**src/rtl/slrt_pkg.sv**
```systemverilog
// Shared types and constants of the slice reassembly tracker.
// Used by slrt_cell, slrt_ctrl and slice_reassembly_tracker; depends on nothing.
package slrt_pkg;

    localparam int TABLE_ENTRIES = 64;

    localparam int NODE_W  = 16;
    localparam int MSG_W   = 32;
    localparam int SLICE_W = 16;
    localparam int BYTES_W = 24;
    localparam int DELAY_W = 32;
    localparam int STAT_W  = 2;

    localparam logic [BYTES_W-1:0] BYTES_MAX = {BYTES_W{1'b1}};

    typedef enum logic [STAT_W-1:0] {
        STAT_NEW     = 2'd0,
        STAT_UPDATED = 2'd1,
        STAT_DROPPED = 2'd2
    } status_t;

    // lookup token walking the cell chain
    typedef struct packed {
        logic               active;
        logic [NODE_W-1:0]  sender;
        logic [MSG_W-1:0]   message;
        logic               hit;
        logic               free;
        logic [NODE_W-1:0]  dest;
        logic [BYTES_W-1:0] bytes;
        logic [DELAY_W-1:0] delay;
        logic               done;
    } probe_t;

    // write command broadcast to all cells
    typedef struct packed {
        logic               we;
        logic               alloc;
        logic               clear;
        logic [NODE_W-1:0]  sender;
        logic [MSG_W-1:0]   message;
        logic [NODE_W-1:0]  dest;
        logic [BYTES_W-1:0] bytes;
        logic [DELAY_W-1:0] delay;
        logic               done;
    } cmd_t;

endpackage

```
**src/rtl/slrt_cell.sv**
```systemverilog
// One table entry of the slice reassembly tracker, with its stage of the lookup chain.
// Depends on slrt_pkg.
module slrt_cell
    import slrt_pkg::*;
(
    input  logic   clk,
    input  logic   rst_n,
    input  probe_t probe_in,
    output probe_t probe_out,
    input  cmd_t   cmd,
    output logic   sel_hit,
    output logic   sel_free
);

    logic               valid_reg;
    logic               done_reg;
    logic               sel_hit_reg;
    logic               sel_free_reg;
    probe_t             probe_reg;
    probe_t             probe_next;
    logic [NODE_W-1:0]  sender_reg;
    logic [MSG_W-1:0]   message_reg;
    logic [NODE_W-1:0]  dest_reg;
    logic [BYTES_W-1:0] bytes_reg;
    logic [DELAY_W-1:0] delay_reg;
    logic               match;
    logic               take_free;
    logic               wr_hit;
    logic               wr_alloc;

    assign match = probe_in.active && valid_reg && !probe_in.hit
                   && (sender_reg == probe_in.sender) && (message_reg == probe_in.message);
    assign take_free = probe_in.active && !valid_reg && !probe_in.free;

    assign wr_hit   = cmd.we && !cmd.alloc && sel_hit_reg;
    assign wr_alloc = cmd.we && cmd.alloc && sel_free_reg;

    always_comb
    begin
        probe_next = probe_in;
        if (match)
        begin
            probe_next.hit   = 1'b1;
            probe_next.dest  = dest_reg;
            probe_next.bytes = bytes_reg;
            probe_next.delay = delay_reg;
            probe_next.done  = done_reg;
        end
        if (take_free)
        begin
            probe_next.free = 1'b1;
        end
    end

    always_ff @(posedge clk or negedge rst_n)
    begin
        if (!rst_n)
        begin
            probe_reg    <= '0;
            valid_reg    <= 1'b0;
            done_reg     <= 1'b0;
            sel_hit_reg  <= 1'b0;
            sel_free_reg <= 1'b0;
        end
        else
        begin
            probe_reg <= probe_next;
            if (probe_in.active)
            begin
                sel_hit_reg  <= match;
                sel_free_reg <= take_free;
            end
            if (wr_alloc)
            begin
                valid_reg <= 1'b1;
            end
            if (wr_hit || wr_alloc)
            begin
                done_reg <= cmd.done;
            end
            // drop the whole table after the slice
            if (cmd.clear)
            begin
                valid_reg <= 1'b0;
                done_reg  <= 1'b0;
            end
        end
    end

    always_ff @(posedge clk)
    begin
        if (wr_alloc)
        begin
            sender_reg  <= cmd.sender;
            message_reg <= cmd.message;
            dest_reg    <= cmd.dest;
        end
        if (wr_hit || wr_alloc)
        begin
            bytes_reg <= cmd.bytes;
            delay_reg <= cmd.delay;
        end
    end

    assign probe_out = probe_reg;
    assign sel_hit   = sel_hit_reg;
    assign sel_free  = sel_free_reg;

endmodule

```
**config.mk**
```make
export PLATFORM = sky130hd
export DESIGN_NAME = slrt_cell
export DESIGN_NICKNAME = d
export VERILOG_FILES = /design/src/rtl/slrt_pkg.sv /design/src/rtl/slrt_cell.sv
export SDC_FILE = /design/constraint.sdc
export NUM_CORES = 1
export LEC_CHECK = 0
export ABC_AREA = 0
export BUFFER_PORTS_ARGS = -buffer_cell sky130_fd_sc_hd__clkbuf_2
export CORE_MARGIN = 5
export CORE_UTILIZATION = 35
export CTS_CLUSTER_SIZE = 25
export DETAILED_ROUTE_END_ITERATION = 8
export SLEW_MARGIN = 25
export SYNTH_ARGS = -nofsm -noshare
export SYNTH_HDL_FRONTEND = slang
export SYNTH_SLANG_ARGS = --single-unit
```
**constraint.sdc**
```tcl
create_clock -name clk -period 4.3 [get_ports clk]
set_clock_uncertainty 0.15 [all_clocks]
set_input_delay 0.43 -clock clk [delete_from_list [all_inputs] [get_ports clk]]
set_output_delay 0.43 -clock clk [all_outputs]
set_load 0.02 [all_outputs]
```
==> results of run 1 <==
-- synthesized netlist by cell type, drive strengths merged --
library cell  count
dfrtp           128
edfxtp          120
mux2             73
xor2             48
nor4             12
buf               8
nor2              3
mux2i             2
nand2             2
nand2b            2
nand4             2
nor3              2
a21o              1
and3              1
inv               1
nand3             1
nor2b             1
o2bb2ai           1
or2               1
-- logic make-up after synthesis --
logic type,count (synthesis),share of synthesized area
AOI/OAI and AO/OA,2,0.00196
muxes,75,0.101
DFF,248,0.818
buffers and inverters,9,0.00932
xor gates and xnor gates,48,0.0505
and+or+nand+nor,27,0.0191
-- stage by stage --
stage | hold slack [ns] | util | setup slack [ns] | cells | instance area [um2]
after floorplan | -0.0156 | - | 0.475 | 409 | 8320
after global placement | 0.291 | 0.451 | 1.29 | 1100 | 10600
after detailed placement | 0.298 | 0.451 | 1.31 | 1100 | 10600
==> results.sh, run 1 <==
export IMPL_status="stopped before the end"
export IMPL_lastStage="4_1_cts"
export IMPL_error="[ERROR RSZ-0060] Max buffer count reached."
export IMPL_routabilityCongestion=0.778
export IMPL_ys_types=23
export IMPL_syn_cell_area_mm2=0.00832
export IMPL_yosys_area_top_type="edfxtp_1"
export IMPL_ys_seq_area_frac=0.818
export IMPL_cts_setup_buffers=0
export IMPL_cts_buffers=26
export IMPL_start_util=0.355
export IMPL_die_w_um=164
export IMPL_synthesis_nets=659
export IMPL_cts_hold_buf=230
export IMPL_portBuffers=375
export IMPL_synth_seq_cells=248
export IMPL_ys_top_cells_by_area="edfxtp_1 43%, dfrtp_1 38%, mux2_1 6.5%"
export IMPL_io_pins=376
export IMPL_avgSynthCellArea_um2=20.3
export IMPL_yosysWarnings=0
export IMPL_htree_levels=1
export IMPL_ctsResizeCount=0
export IMPL_placementRows=56
export IMPL_syn_inst=409
export IMPL_clockRootBuffer="clkbuf_16"
export IMPL_fp_dieH_um=164
export IMPL_hpwl_mm=15.7
export IMPL_synth_top_area_share=0.433
export IMPL_cts_sinks=248
export IMPL_cts_buffer_depth=3
==> run 2: changes to the inputs <==
--- a/config.mk
+++ b/config.mk
@@ -8,9 +8,9 @@
 export ABC_AREA = 0
 export BUFFER_PORTS_ARGS = -buffer_cell sky130_fd_sc_hd__clkbuf_2
 export CORE_MARGIN = 5
-export CORE_UTILIZATION = 35
-export CTS_CLUSTER_SIZE = 25
+export CORE_UTILIZATION = 20
 export DETAILED_ROUTE_END_ITERATION = 8
+export PLACE_DENSITY_LB_ADDON = 0.15
 export SLEW_MARGIN = 25
 export SYNTH_ARGS = -nofsm -noshare
 export SYNTH_HDL_FRONTEND = slang
==> run 2 against run 1 <==
Compared with the run above: the flow now finishes without violations; synthesized area unchanged; synthesized cell count stayed put.
==> results.sh, run 2 <==
export IMPL_cts_buffer_depth=3
export IMPL_vdd_drop_max_uv=274
export IMPL_syn_inst=409
export IMPL_hpwl_mm=17.7
export IMPL_yosysWarnings=0
export IMPL_synth_most_common_cell="dfrtp_1"
export IMPL_crit_start="probe_in[106]"
export IMPL_worstSetupEndpoint="probe_out[16]$_DFF_PN0_"
export IMPL_core_mm2=0.0410
export IMPL_synthArstFlopShare=0.516
export IMPL_n_fill_cell=3993
export IMPL_leakage_nw=6.26
export IMPL_ys_seq_area_frac=0.818
export IMPL_routabilityCongestion=0.704
export IMPL_die_w_um=214
export IMPL_totalWireLength_mm=25.6
export IMPL_pwr_share_seq=0.464
export IMPL_r2r_start="message_reg[31]$_DFFE_PP_"
export IMPL_layout_commonest_cell="clkbuf_2"
export IMPL_drt_antenna_violating_nets=0
export IMPL_grt_ovfl_total=0
export IMPL_nNetsFinal=1309
export IMPL_min_period_ns=2.97
export IMPL_p_switching_mw=1.28
export IMPL_placementRows=74
export IMPL_dieArea_mm2=0.0458
export IMPL_synthTopCellsByCount="128 x dfrtp_1, 120 x edfxtp_1, 48 x mux2_1, 48 x xor2_1, 25 x mux2_2"
export IMPL_max_freq_mhz=337
export IMPL_antenna_found_initial=1
export IMPL_start_kind="primary input"
export IMPL_cp_data_required_time_ns=4.58
export IMPL_track_usage=0.110
export IMPL_path_max_fanout=36
export IMPL_synth_seq_cells=248
export IMPL_status="finished clean"
export IMPL_fin_crit_sh=0.690
export IMPL_clk_latency_ns=0.55
export IMPL_clockRootBuffer="clkbuf_16"
export IMPL_ys_types=23
export IMPL_slew_viol_final=0
export IMPL_synthesis_nets=659
export IMPL_final_util=0.349
export IMPL_hold_violations=0
export IMPL_cts_tree="done"
export IMPL_finalSetupViolCount=0
export IMPL_cap_violations=0
export IMPL_synth_top_area_share=0.433
export IMPL_drc=0
export IMPL_cp_arrival_ns=3.24
export IMPL_reg2reg_depth=6
export IMPL_cts_buffers=29
export IMPL_avgSynthCellArea_um2=20.3
export IMPL_rsz0062_at_grt="no"
export IMPL_drt_iter0_markers=159
export IMPL_rrSetupSlack_ns=1.50
export IMPL_dr_pass1_iters=4
export IMPL_wl_per_cell_um=15.8
export IMPL_path_class="in2reg"
export IMPL_ys_top_cells_by_area="edfxtp_1 43%, dfrtp_1 38%, mux2_1 6.5%"
export IMPL_setup_tns_ns=0
export IMPL_path_clk_slew_ns=0.06
export IMPL_swShare=0.226
export IMPL_cellInternalPower_mw=4.39
export IMPL_grt_pass1_wl_mm=40.3
export IMPL_io_pins=376
export IMPL_critPathCaptureType="register"
export IMPL_min_path_type="in2reg"
export IMPL_portBuffers=375
export IMPL_combPwrFrac=0.101
export IMPL_largest_reg_flops=124
export IMPL_num_vias=5863
export IMPL_reg2reg_to="probe_out[16]$_DFF_PN0_"
export IMPL_max_slew_margin=0.424
export IMPL_syn_cell_area_mm2=0.00832
export IMPL_final_cell_mix="374 x clkbuf_2, 247 x dlygate4sd3_1, 128 x dfrtp_1"
export IMPL_p_clk_frac=0.435
export IMPL_yosys_area_top_type="edfxtp_1"
export IMPL_layout_drive_gt1_share=0.422
export IMPL_worst_pin_slew_ns=0.864
export IMPL_area_growth_pct=72.0
export IMPL_fp_dieH_um=214
export IMPL_grt_max_degree=69
export IMPL_synth_edff_count=120
export IMPL_synthFlopType="dfrtp_1"
export IMPL_cts_sinks=248
export IMPL_htree_levels=1
export IMPL_grt_pass1_vias=6794
export IMPL_start_util=0.203
export IMPL_pwr_density_cell_mw_per_mm2=395
export IMPL_routed_via_density=3.63
run 2: cell counts after synthesis:
No cell type changed its count.
run 2: cell type report:
cell class	count	area [um2]	share of cell area
repair buffers	627	4420	0.309
well taps	532	666	0.0465
clock inverters	12	121	0.00848
flip-flops and latches	248	6810	0.475
clock buffers	42	845	0.0590
diodes	1	2.50	0.000175
multi-input cells	152	1460	0.102
inverters	1	3.75	0.000262
run 2: logic make-up after synthesis:
group	share of synthesized area
multiplexers	0.101
buffers and inverters	0.00932
AND/OR/NAND/NOR	0.0191
AO/OA/AOI/OAI	0.00196
XOR/XNOR	0.0505
flip-flops	0.818
run 2: power by group through the flow:
stage | clock, mW | sequential [mW] | combinational (mW)
after global routing | 2.65 | 2.63 | 0.627
after detailed placement | 0 | 2.67 | 0.401
after CTS | 2.56 | 2.63 | 0.588
final | 2.46 | 2.63 | 0.575
after global placement | 0 | 2.67 | 0.398
after floorplan | 0 | 2.75 | 0.0676
run 2: per-layer routing:
layer	routed length [um]	vias up	share of wire	GRT usage
met4	574	0	0.022	0.0311
met3	2390	37	0.093	0.0404
li1	-	2788	-	-
met1	11100	2759	0.43	0.141
met2	11500	279	0.45	0.175
met5	0	-	0	0
run 2: worst min-delay path by stage:
stage / startpoint / slack [ns] / end / cells after the start
detailed placement: dest_reg[14]$_DFFE_PP_ / 0.30 / probe_out[71]$_DFF_PN0_ / 1
global route: cmd[123] / 0.15 / dest_reg[15]$_DFFE_PP_ / 2
global placement: dest_reg[8]$_DFFE_PP_ / 0.29 / probe_out[65]$_DFF_PN0_ / 1
floorplan: rst_n / -0.02 / done_reg$_DFFE_PN0P_ / 0
CTS: cmd[123] / 0.14 / dest_reg[7]$_DFFE_PP_ / 2
finish: cmd[123] / 0.19 / dest_reg[7]$_DFFE_PP_ / 2
run 2: stage by stage:
step / setup slack, ns / instances / power, mW / hold slack [ns] / cell area (um2)
2_1_floorplan: 0.475 / 409 / 2.82 / -0.0156 / 8320
3_3_place_gp: 1.17 / 1313 / 3.07 / 0.292 / 10900
3_5_place_dp: 1.17 / 1313 / 3.07 / 0.298 / 10900
4_1_cts: 1.20 / 1614 / 5.78 / 0.143 / 14300
5_1_grt: 1.15 / 1615 / 5.91 / 0.155 / 14300
6_report: 1.33 / 1615 / 5.66 / 0.191 / 14300
run 2: critical path, cell delays in order:
cell	delay, ns
dlygate4sd3_1	0.54
clkbuf_2	0.12
xor2_1	0.15
nor4_1	0.41
nand4_1	0.27
nor4_4	0.36
buf_4	0.52
mux2_2	0.40
run 2: what timing repair did:
item,CTS,global route
endpoints found under the hold margin,307,0
hold buffers,247,0
gates resized for setup,0,0
setup buffers,0,0
(Power assumes the default switching activity.)
