[src/rtl/slrt_pkg.sv]
// Shared types and constants of the slice reassembly tracker.
// Used by slrt_cell, slrt_ctrl and slice_reassembly_tracker; depends on nothing.
package slrt_pkg;

    localparam int TABLE_ENTRIES = 64;

    localparam int NODE_W  = 16;
    localparam int MSG_W   = 32;
    localparam int SLICE_W = 16;
    localparam int BYTES_W = 24;
    localparam int DELAY_W = 32;
    localparam int STAT_W  = 2;

    localparam logic [BYTES_W-1:0] BYTES_MAX = {BYTES_W{1'b1}};

    typedef enum logic [STAT_W-1:0] {
        STAT_NEW     = 2'd0,
        STAT_UPDATED = 2'd1,
        STAT_DROPPED = 2'd2
    } status_t;

    // lookup token walking the cell chain
    typedef struct packed {
        logic               active;
        logic [NODE_W-1:0]  sender;
        logic [MSG_W-1:0]   message;
        logic               hit;
        logic               free;
        logic [NODE_W-1:0]  dest;
        logic [BYTES_W-1:0] bytes;
        logic [DELAY_W-1:0] delay;
        logic               done;
    } probe_t;

    // write command broadcast to all cells
    typedef struct packed {
        logic               we;
        logic               alloc;
        logic               clear;
        logic [NODE_W-1:0]  sender;
        logic [MSG_W-1:0]   message;
        logic [NODE_W-1:0]  dest;
        logic [BYTES_W-1:0] bytes;
        logic [DELAY_W-1:0] delay;
        logic               done;
    } cmd_t;

endpackage

[src/rtl/slrt_ctrl.sv]
// Sequencer of the slice reassembly tracker: takes slices, launches the lookup,
// forms the entry update and the result word. Depends on slrt_pkg.
module slrt_ctrl
    import slrt_pkg::*;
(
    input  logic               clk,
    input  logic               rst_n,
    input  logic               cfg_we,
    input  logic [SLICE_W-1:0] cfg_wdata,
    input  logic               in_valid,
    output logic               in_ready,
    input  logic [NODE_W-1:0]  sender_id,
    input  logic [MSG_W-1:0]   message_id,
    input  logic [NODE_W-1:0]  receiver_id,
    input  logic [SLICE_W-1:0] slice_size,
    input  logic [BYTES_W-1:0] total_size,
    input  logic [DELAY_W-1:0] slice_delay,
    input  logic               batch_end,
    output probe_t             probe_head,
    input  probe_t             probe_tail,
    output cmd_t               cmd,
    output logic               out_valid,
    input  logic               out_ready,
    output logic [NODE_W-1:0]  entry_receiver,
    output logic [BYTES_W-1:0] gathered_size,
    output logic [DELAY_W-1:0] worst_delay,
    output logic               finished,
    output logic [STAT_W-1:0]  status
);

    typedef enum logic [1:0] {
        ST_IDLE,
        ST_SCAN,
        ST_WRITE
    } state_t;

    state_t             state_reg;
    state_t             state_next;
    logic [SLICE_W-1:0] header_length_reg;
    logic               head_active_reg;
    logic               head_active_next;
    logic [NODE_W-1:0]  snd_reg;
    logic [MSG_W-1:0]   msg_reg;
    logic [NODE_W-1:0]  rcv_reg;
    logic [SLICE_W-1:0] payload_reg;
    logic [BYTES_W-1:0] total_reg;
    logic [DELAY_W-1:0] delay_reg;
    logic               last_reg;
    logic               res_hit_reg;
    logic               res_free_reg;
    logic [NODE_W-1:0]  res_dest_reg;
    logic [BYTES_W-1:0] res_bytes_reg;
    logic [DELAY_W-1:0] res_delay_reg;
    logic               res_done_reg;
    status_t            res_status_reg;
    logic               out_valid_reg;
    logic               out_valid_next;
    logic [NODE_W-1:0]  out_dest_reg;
    logic [BYTES_W-1:0] out_bytes_reg;
    logic [DELAY_W-1:0] out_delay_reg;
    logic               out_done_reg;
    status_t            out_status_reg;

    logic               accept;
    logic               scan_done;
    logic               slot_free;
    logic               fire;
    logic [SLICE_W-1:0] payload_calc;
    logic [BYTES_W:0]   sum_wide;
    logic [BYTES_W-1:0] sum_sat;
    logic [BYTES_W-1:0] new_bytes;
    logic [DELAY_W-1:0] new_delay;
    logic               new_done;
    status_t            new_status;

    assign in_ready  = (state_reg == ST_IDLE);
    assign accept    = in_valid && in_ready;
    assign scan_done = (state_reg == ST_SCAN) && probe_tail.active;
    assign slot_free = !out_valid_reg || out_ready;
    assign fire      = (state_reg == ST_WRITE) && slot_free;

    assign payload_calc = (slice_size > header_length_reg) ? (slice_size - header_length_reg)
                                                           : '0;

    assign sum_wide = {1'b0, probe_tail.bytes} + {{(BYTES_W + 1 - SLICE_W){1'b0}}, payload_reg};
    assign sum_sat  = sum_wide[BYTES_W] ? BYTES_MAX : sum_wide[BYTES_W-1:0];

    always_comb
    begin
        if (probe_tail.hit)
        begin
            new_bytes  = sum_sat;
            new_delay  = (probe_tail.delay < delay_reg) ? delay_reg : probe_tail.delay;
            new_done   = probe_tail.done || (sum_sat == total_reg);
            new_status = STAT_UPDATED;
        end
        else if (probe_tail.free)
        begin
            new_bytes  = {{(BYTES_W - SLICE_W){1'b0}}, payload_reg};
            new_delay  = delay_reg;
            new_done   = (new_bytes == total_reg);
            new_status = STAT_NEW;
        end
        else
        begin
            new_bytes  = '0;
            new_delay  = '0;
            new_done   = 1'b0;
            new_status = STAT_DROPPED;
        end
    end

    always_comb
    begin
        state_next       = state_reg;
        head_active_next = 1'b0;
        out_valid_next   = out_valid_reg && !out_ready;
        unique case (state_reg)
            ST_IDLE:
            begin
                if (accept)
                begin
                    head_active_next = 1'b1;
                    state_next       = ST_SCAN;
                end
            end
            ST_SCAN:
            begin
                if (probe_tail.active)
                begin
                    state_next = ST_WRITE;
                end
            end
            ST_WRITE:
            begin
                if (slot_free)
                begin
                    out_valid_next = 1'b1;
                    state_next     = ST_IDLE;
                end
            end
            default:
            begin
                state_next = ST_IDLE;
            end
        endcase
    end

    always_ff @(posedge clk or negedge rst_n)
    begin
        if (!rst_n)
        begin
            state_reg         <= ST_IDLE;
            header_length_reg <= SLICE_W'(40);
            head_active_reg   <= 1'b0;
            out_valid_reg     <= 1'b0;
        end
        else
        begin
            state_reg       <= state_next;
            head_active_reg <= head_active_next;
            out_valid_reg   <= out_valid_next;
            if (cfg_we)
            begin
                header_length_reg <= cfg_wdata;
            end
        end
    end

    always_ff @(posedge clk)
    begin
        if (accept)
        begin
            snd_reg     <= sender_id;
            msg_reg     <= message_id;
            rcv_reg     <= receiver_id;
            payload_reg <= payload_calc;
            total_reg   <= total_size;
            delay_reg   <= slice_delay;
            last_reg    <= batch_end;
        end
        if (scan_done)
        begin
            res_hit_reg    <= probe_tail.hit;
            res_free_reg   <= probe_tail.free;
            res_dest_reg   <= probe_tail.hit ? probe_tail.dest
                                             : (probe_tail.free ? rcv_reg : '0);
            res_bytes_reg  <= new_bytes;
            res_delay_reg  <= new_delay;
            res_done_reg   <= new_done;
            res_status_reg <= new_status;
        end
        if (fire)
        begin
            out_dest_reg   <= res_dest_reg;
            out_bytes_reg  <= res_bytes_reg;
            out_delay_reg  <= res_delay_reg;
            out_done_reg   <= res_done_reg;
            out_status_reg <= res_status_reg;
        end
    end

    always_comb
    begin
        probe_head         = '0;
        probe_head.active  = head_active_reg;
        probe_head.sender  = snd_reg;
        probe_head.message = msg_reg;
    end

    always_comb
    begin
        cmd.we      = fire && (res_hit_reg || res_free_reg);
        cmd.alloc   = !res_hit_reg;
        cmd.clear   = fire && last_reg;
        cmd.sender  = snd_reg;
        cmd.message = msg_reg;
        cmd.dest    = rcv_reg;
        cmd.bytes   = res_bytes_reg;
        cmd.delay   = res_delay_reg;
        cmd.done    = res_done_reg;
    end

    assign out_valid      = out_valid_reg;
    assign entry_receiver = out_dest_reg;
    assign gathered_size  = out_bytes_reg;
    assign worst_delay    = out_delay_reg;
    assign finished       = out_done_reg;
    assign status         = out_status_reg;

endmodule
[config.mk]
export PLATFORM = sky130hd
export DESIGN_NAME = slrt_ctrl
export DESIGN_NICKNAME = d
export VERILOG_FILES = /design/src/rtl/slrt_pkg.sv /design/src/rtl/slrt_ctrl.sv
export SDC_FILE = /design/constraint.sdc
export NUM_CORES = 1
export LEC_CHECK = 0
export BUFFER_PORTS_ARGS = -buffer_cell sky130_fd_sc_hd__buf_2
export CAP_MARGIN = 20
export CORE_AREA = 4 4 232 234
export CTS_CLUSTER_SIZE = 24
export DETAILED_ROUTE_END_ITERATION = 10
export DIE_AREA = 0 0 236 238
export GPL_TIMING_DRIVEN = 1
export PLACE_DENSITY = 0.51
export SLEW_MARGIN = 10
export SYNTH_ARGS = -nofsm -noshare
export SYNTH_HDL_FRONTEND = slang
export SYNTH_SLANG_ARGS = --single-unit
export TNS_END_PERCENT = 50
[constraint.sdc]
create_clock -name clk -period 12 [get_ports clk]
set_input_delay 2.4 -clock clk [delete_from_list [all_inputs] [get_ports clk]]
set_output_delay 2.4 -clock clk [all_outputs]
set_load 0.02 [all_outputs]
Word level (Yosys, flattened, before mapping):

Cells that the tools add are included.
Widths: inputs -> output; s select.

* register bits after elaboration: 309
* output and inout port bits: 325
* logic and storage cells: 67

* $add $sub $neg: 2
* $lt $le $gt $ge: 2
* eq/ne operators: 7
* multiplexer cells: 19
* reductions and logical operators: 14

Operator list (number)
* $mux 32: 3
* $mux 16: 3
* $mux 24: 2
* $lt 32x32->1: 1
* $add 24x16->25: 1
* $eq 16x24->1: 1
* $eq 24x24->1: 1
* $gt 16x16->1: 1
* $sub 16x16->16: 1
* $mux 2: 4
* $logic_and 1x1->1: 6
* $mux 1: 6
* $pmux 2 s3: 1
* $ne 2x2->1 const B: 2
* $logic_not 1->1: 3
* $logic_or 1x1->1: 3
* $reduce_and 3->1: 1
* $eq 2x1->1 const B: 1
* $eq 2x2->1 const B: 1
* $logic_not 2->1: 1
* $ne 2x1->1 const B: 1

Logic depth before layout (Yosys ltp):

* depth in word-level cells: 5
* gate-level depth with buffers: 14
* depth with buffers taken out: 13

Least setup slack after synthesis:

No wires, ideal clock.

* path kind: input to output
* start point: in out_ready
* end point: out cmd[121] (netlist name)
* arrival: 6.451 ns
* data required time: 9.600 ns
* setup slack: 3.149 ns
* stages: 3
* buffers on the path: 0
* cells stage by stage: nand2b_1 -> nor2b_1 -> and2_1

RTL lines
* from (decl): line slrt_ctrl.sv:23 `input logic out_ready,`
* to (decl): line slrt_ctrl.sv:21 `output cmd_t cmd,`

==> metrics.csv <==
stage;metric;value;unit
clock_network;clkSinkCount;309;
layout;filler_cell_count;5208;
routing;routedLengthMet1;18.03;mm
power;pwr_density_cell;170.5;nW/um^2
worst_setup_path;critical_path.startpoint;out_ready;
routing;post_drt_wl_per_cell;18.85;um
power;power;3.116;mW
synth;postSynth.topFlopCell;edfxtp_1;
clock_network;post-cts-setup-buffers;0;
worst_setup_path;timing.critical_path.slowest_stage_cell;buf_4;
sta;fin_setup_tns;0;ns
min_path;hold_wc_path_type;reg2reg;
floorplanning;floorplan.die_area;56170;um^2
synth;synth-seq-area-share;63.75;%
worst_setup_path;regToRegSetupSlack;8.17;ns
worst_setup_path;cp.buffers_inverters;3;
sta;unrepaired_setup_endpoints_after_global_routing;false;
worst_setup_path;worst-setup-path-type;in2out;
synth;synth-warning-count;0;
synth;synth_top_family_by_area;compound AO/OA/AOI/OAI gates;
min_path;holdCritStartpoint;res_status_reg[1];
run;number_of_maximum_capacitance_constraint_violations;0;
worst_setup_path;critical_path.max_stage_delay;0.48;ns
layout;post_route_cells_drive_above_1_share;36.66;%
clock_network;cts.path.max_buffers;3;
power;leakagePower;7.876;nW
global_routing;global_route_wire_length_before_repair;61.24;mm
routing;dr_total_vias;9857;
floorplanning;top_level_ports;607;
routing;route.top_layer_used;met5;
global_routing;grt_antenna_before_repair;15;
worst_setup_path;cp_top_family;buffers and inverters;
floorplanning;placementRows;84;
synth;ys_ff_latch;309;
floorplanning;die_x;236;um
status;outcome;finished, final reports clean;
clock_network;cts.htree.levels;2;
routing;wl_met3;3.315;mm
min_path;whs_path_depth;0;
clock_network;tritoncts_clock_tree;built;
worst_setup_path;data_required_time_at_the_worst_endpoint;9.60;ns
synth;synth-xor-area-share;3.510;%
synth;mappedNetlistArea;14400;um^2
synth;synth.area.top_cells;edfxtp_1 (60%), buf_4 (6.6%), ha_1 (5.5%);
routing;detail_route.drc_violations;0;
worst_setup_path;timing.rr.start;payload_reg[0];
synth;synth_top_area_share;60.26;%
worst_setup_path;crit_path_cell_trace;buf_2 -> nand2b_1 -> nor2b_4 -> buf_4 -> o21a_1 -> buf_2;
sta;finalMaxSlewViolations;0;
synth;syn-mean-instance-area;13.40;um^2
global_routing;grt_max_degree;67;
global_routing;globalRouteOverflowTotal;0;
routing;drt_pass1_iterations;5;
routing;routed_wl;42.38;mm
worst_setup_path;critical-path-top-cell-by-count;buf_2;
synth;simple_gate_fraction_of_synth_area;6.229;%
global_routing;via_count_of_the_first_global_routing_pass;9897;
layout;multi_input_comb_area;4219;um^2
routing;met2RoutedLength;20.04;mm
sta;setup_violations;0;
worst_setup_path;worstPathArrival;3.85;ns
clock_network;clock_insertion_delay_worst_skew;0.55;ns
worst_setup_path;reg2reg_capture_point;res_done_reg;
worst_setup_path;rr_worst_depth;12;
clock_network;ctsHoldBuffers;0;
synth;synth_largest_area_cell;edfxtp_1;
synth;synth_async_sr_flop_share;6.472;%
sta;max_freq;160.1;MHz
worst_setup_path;critPathMaxFanout;33;
floorplanning;placeableCoreArea;52020;um^2
worst_setup_path;critical_path.endpoint_type;primary output;
sta;final.setup_skew;0.01693;ns
synth;edff_count_synth;289;
power;ir_worst_vdd;0.1008;mV
synth;post_synth_num_cell_types;68;
synth;share_of_the_synthesized_area_in_compound_gates_ao_oa_aoi_oai;11.35;%
routing;post_drt_via_cell_ratio;4.385;
synth;post_synth_mux_area_share;0.2867;%
sta;finalCritPeriodShare;52.05;%
synth;yosysMostFrequentCell;edfxtp_1;
layout;design.final.nets;1875;
layout;seqCellArea;9181;um^2
synth;synthTopCellsByCount;edfxtp_1 (289), buf_4 (126), inv_1 (66);
place;place_congestion;0.8362;
clock_network;cts_made_buffers;37;
clock_network;postCtsResizedCells;0;
synth;syn_inst;1075;
worst_setup_path;worstSetupStartpointType;primary input;
routing;antenna_nets_post_route;0;
floorplanning;start_util;27.68;%
clock_network;clock_tree.root_cell;clkbuf_16;
routing;drt_iter0_drc;551;
sta;final-hold-violation-count;0;
place;dp_hpwl;32.99;mm
sta;max_slew_margin;41.58;%
sta;worst_slew_pin_slew;0.8762;ns
place;io_buffers;483;
global_routing;gr-usage-all-layers;14.17;%
layout;area.growth.synth_to_final;26.93;%
synth;synth_fa_ha_area_share;5.751;%
min_path;min_delay_worst_endpoint;status[1];
floorplanning;die_height;238;um
sta;post-route-min-period;6.246;ns
clock_network;worst_setup_hold_path_clk_slew;0.05;ns
## final cells by class
type	count	share of cell area, %
Antenna cell	5	0.06844
Clock buffer	45	5.448
Clock inverter	21	1.403
Inverter	66	1.355
Multi-Input combinational cell	619	23.08
Sequential cell	309	50.22
Tap cell	688	4.709
Timing Repair Buffer	495	13.72
## metrics by stage
stage	instances	hold slack (ns)	cell area [um^2]	setup slack (ns)	util [%]
floorplan	1149	0.4003	14680	3.149	-
global placement	2177	0.4010	17020	5.695	32.71
detailed placement	2177	0.4052	17020	5.712	32.71
CTS	2243	0.4192	18270	5.696	35.12
global route	2246	0.4230	18280	5.609	35.13
finish	2248	0.4169	18280	5.754	35.14
## layer usage
layer  track usage [%]  vias up
li1                  -     4708
met1             18.47     4686
met2             23.11      370
met3             4.612       73
met4             3.399       20
met5                 0        -
## power by group
part           switching, mW  leakage (nW)  internal [mW]
Sequential            0.0570          2.94           1.31
Clock                  0.451         0.616          0.701
Combinational          0.387          4.32          0.206
## cell usage in the layout (no fill, tap or decap), types with 15 or more instances in the layout
| master | instances |
|---|---|
| a21o_1 | 21 |
| a21oi_1 | 55 |
| a22o_1 | 50 |
| buf_2 | 483 |
| clkbuf_16 | 37 |
| conb_1 | 75 |
| dfrtp_1 | 18 |
| edfxtp_1 | 289 |
| ha_1 | 63 |
| inv_1 | 66 |
| nand2_1 | 52 |
| nor2_1 | 40 |
| nor3_1 | 15 |
| o21ai_0 | 46 |
| xnor2_1 | 24 |
| xor2_1 | 31 |
## logic make-up after synthesis
logic type	count (synthesis)
compound gates	236
xor+xnor	56
fa+ha+maj	65
mux	4
other cells	1
flops	309
buf+inv	221
simple gates	183
## worst max path at each step
| stage | to | slack, ns | cells past startpoint |
|---|---|---|---|
| after floorplan | cmd[121] | 3.15 | 3 |
| after global placement | cmd[123] | 5.70 | 6 |
| after detailed placement | cmd[123] | 5.71 | 6 |
| after CTS | cmd[123] | 5.70 | 6 |
| after global routing | cmd[123] | 5.61 | 6 |
| final | cmd[123] | 5.75 | 6 |
Note: power is estimated with default switching activity, not from simulation.
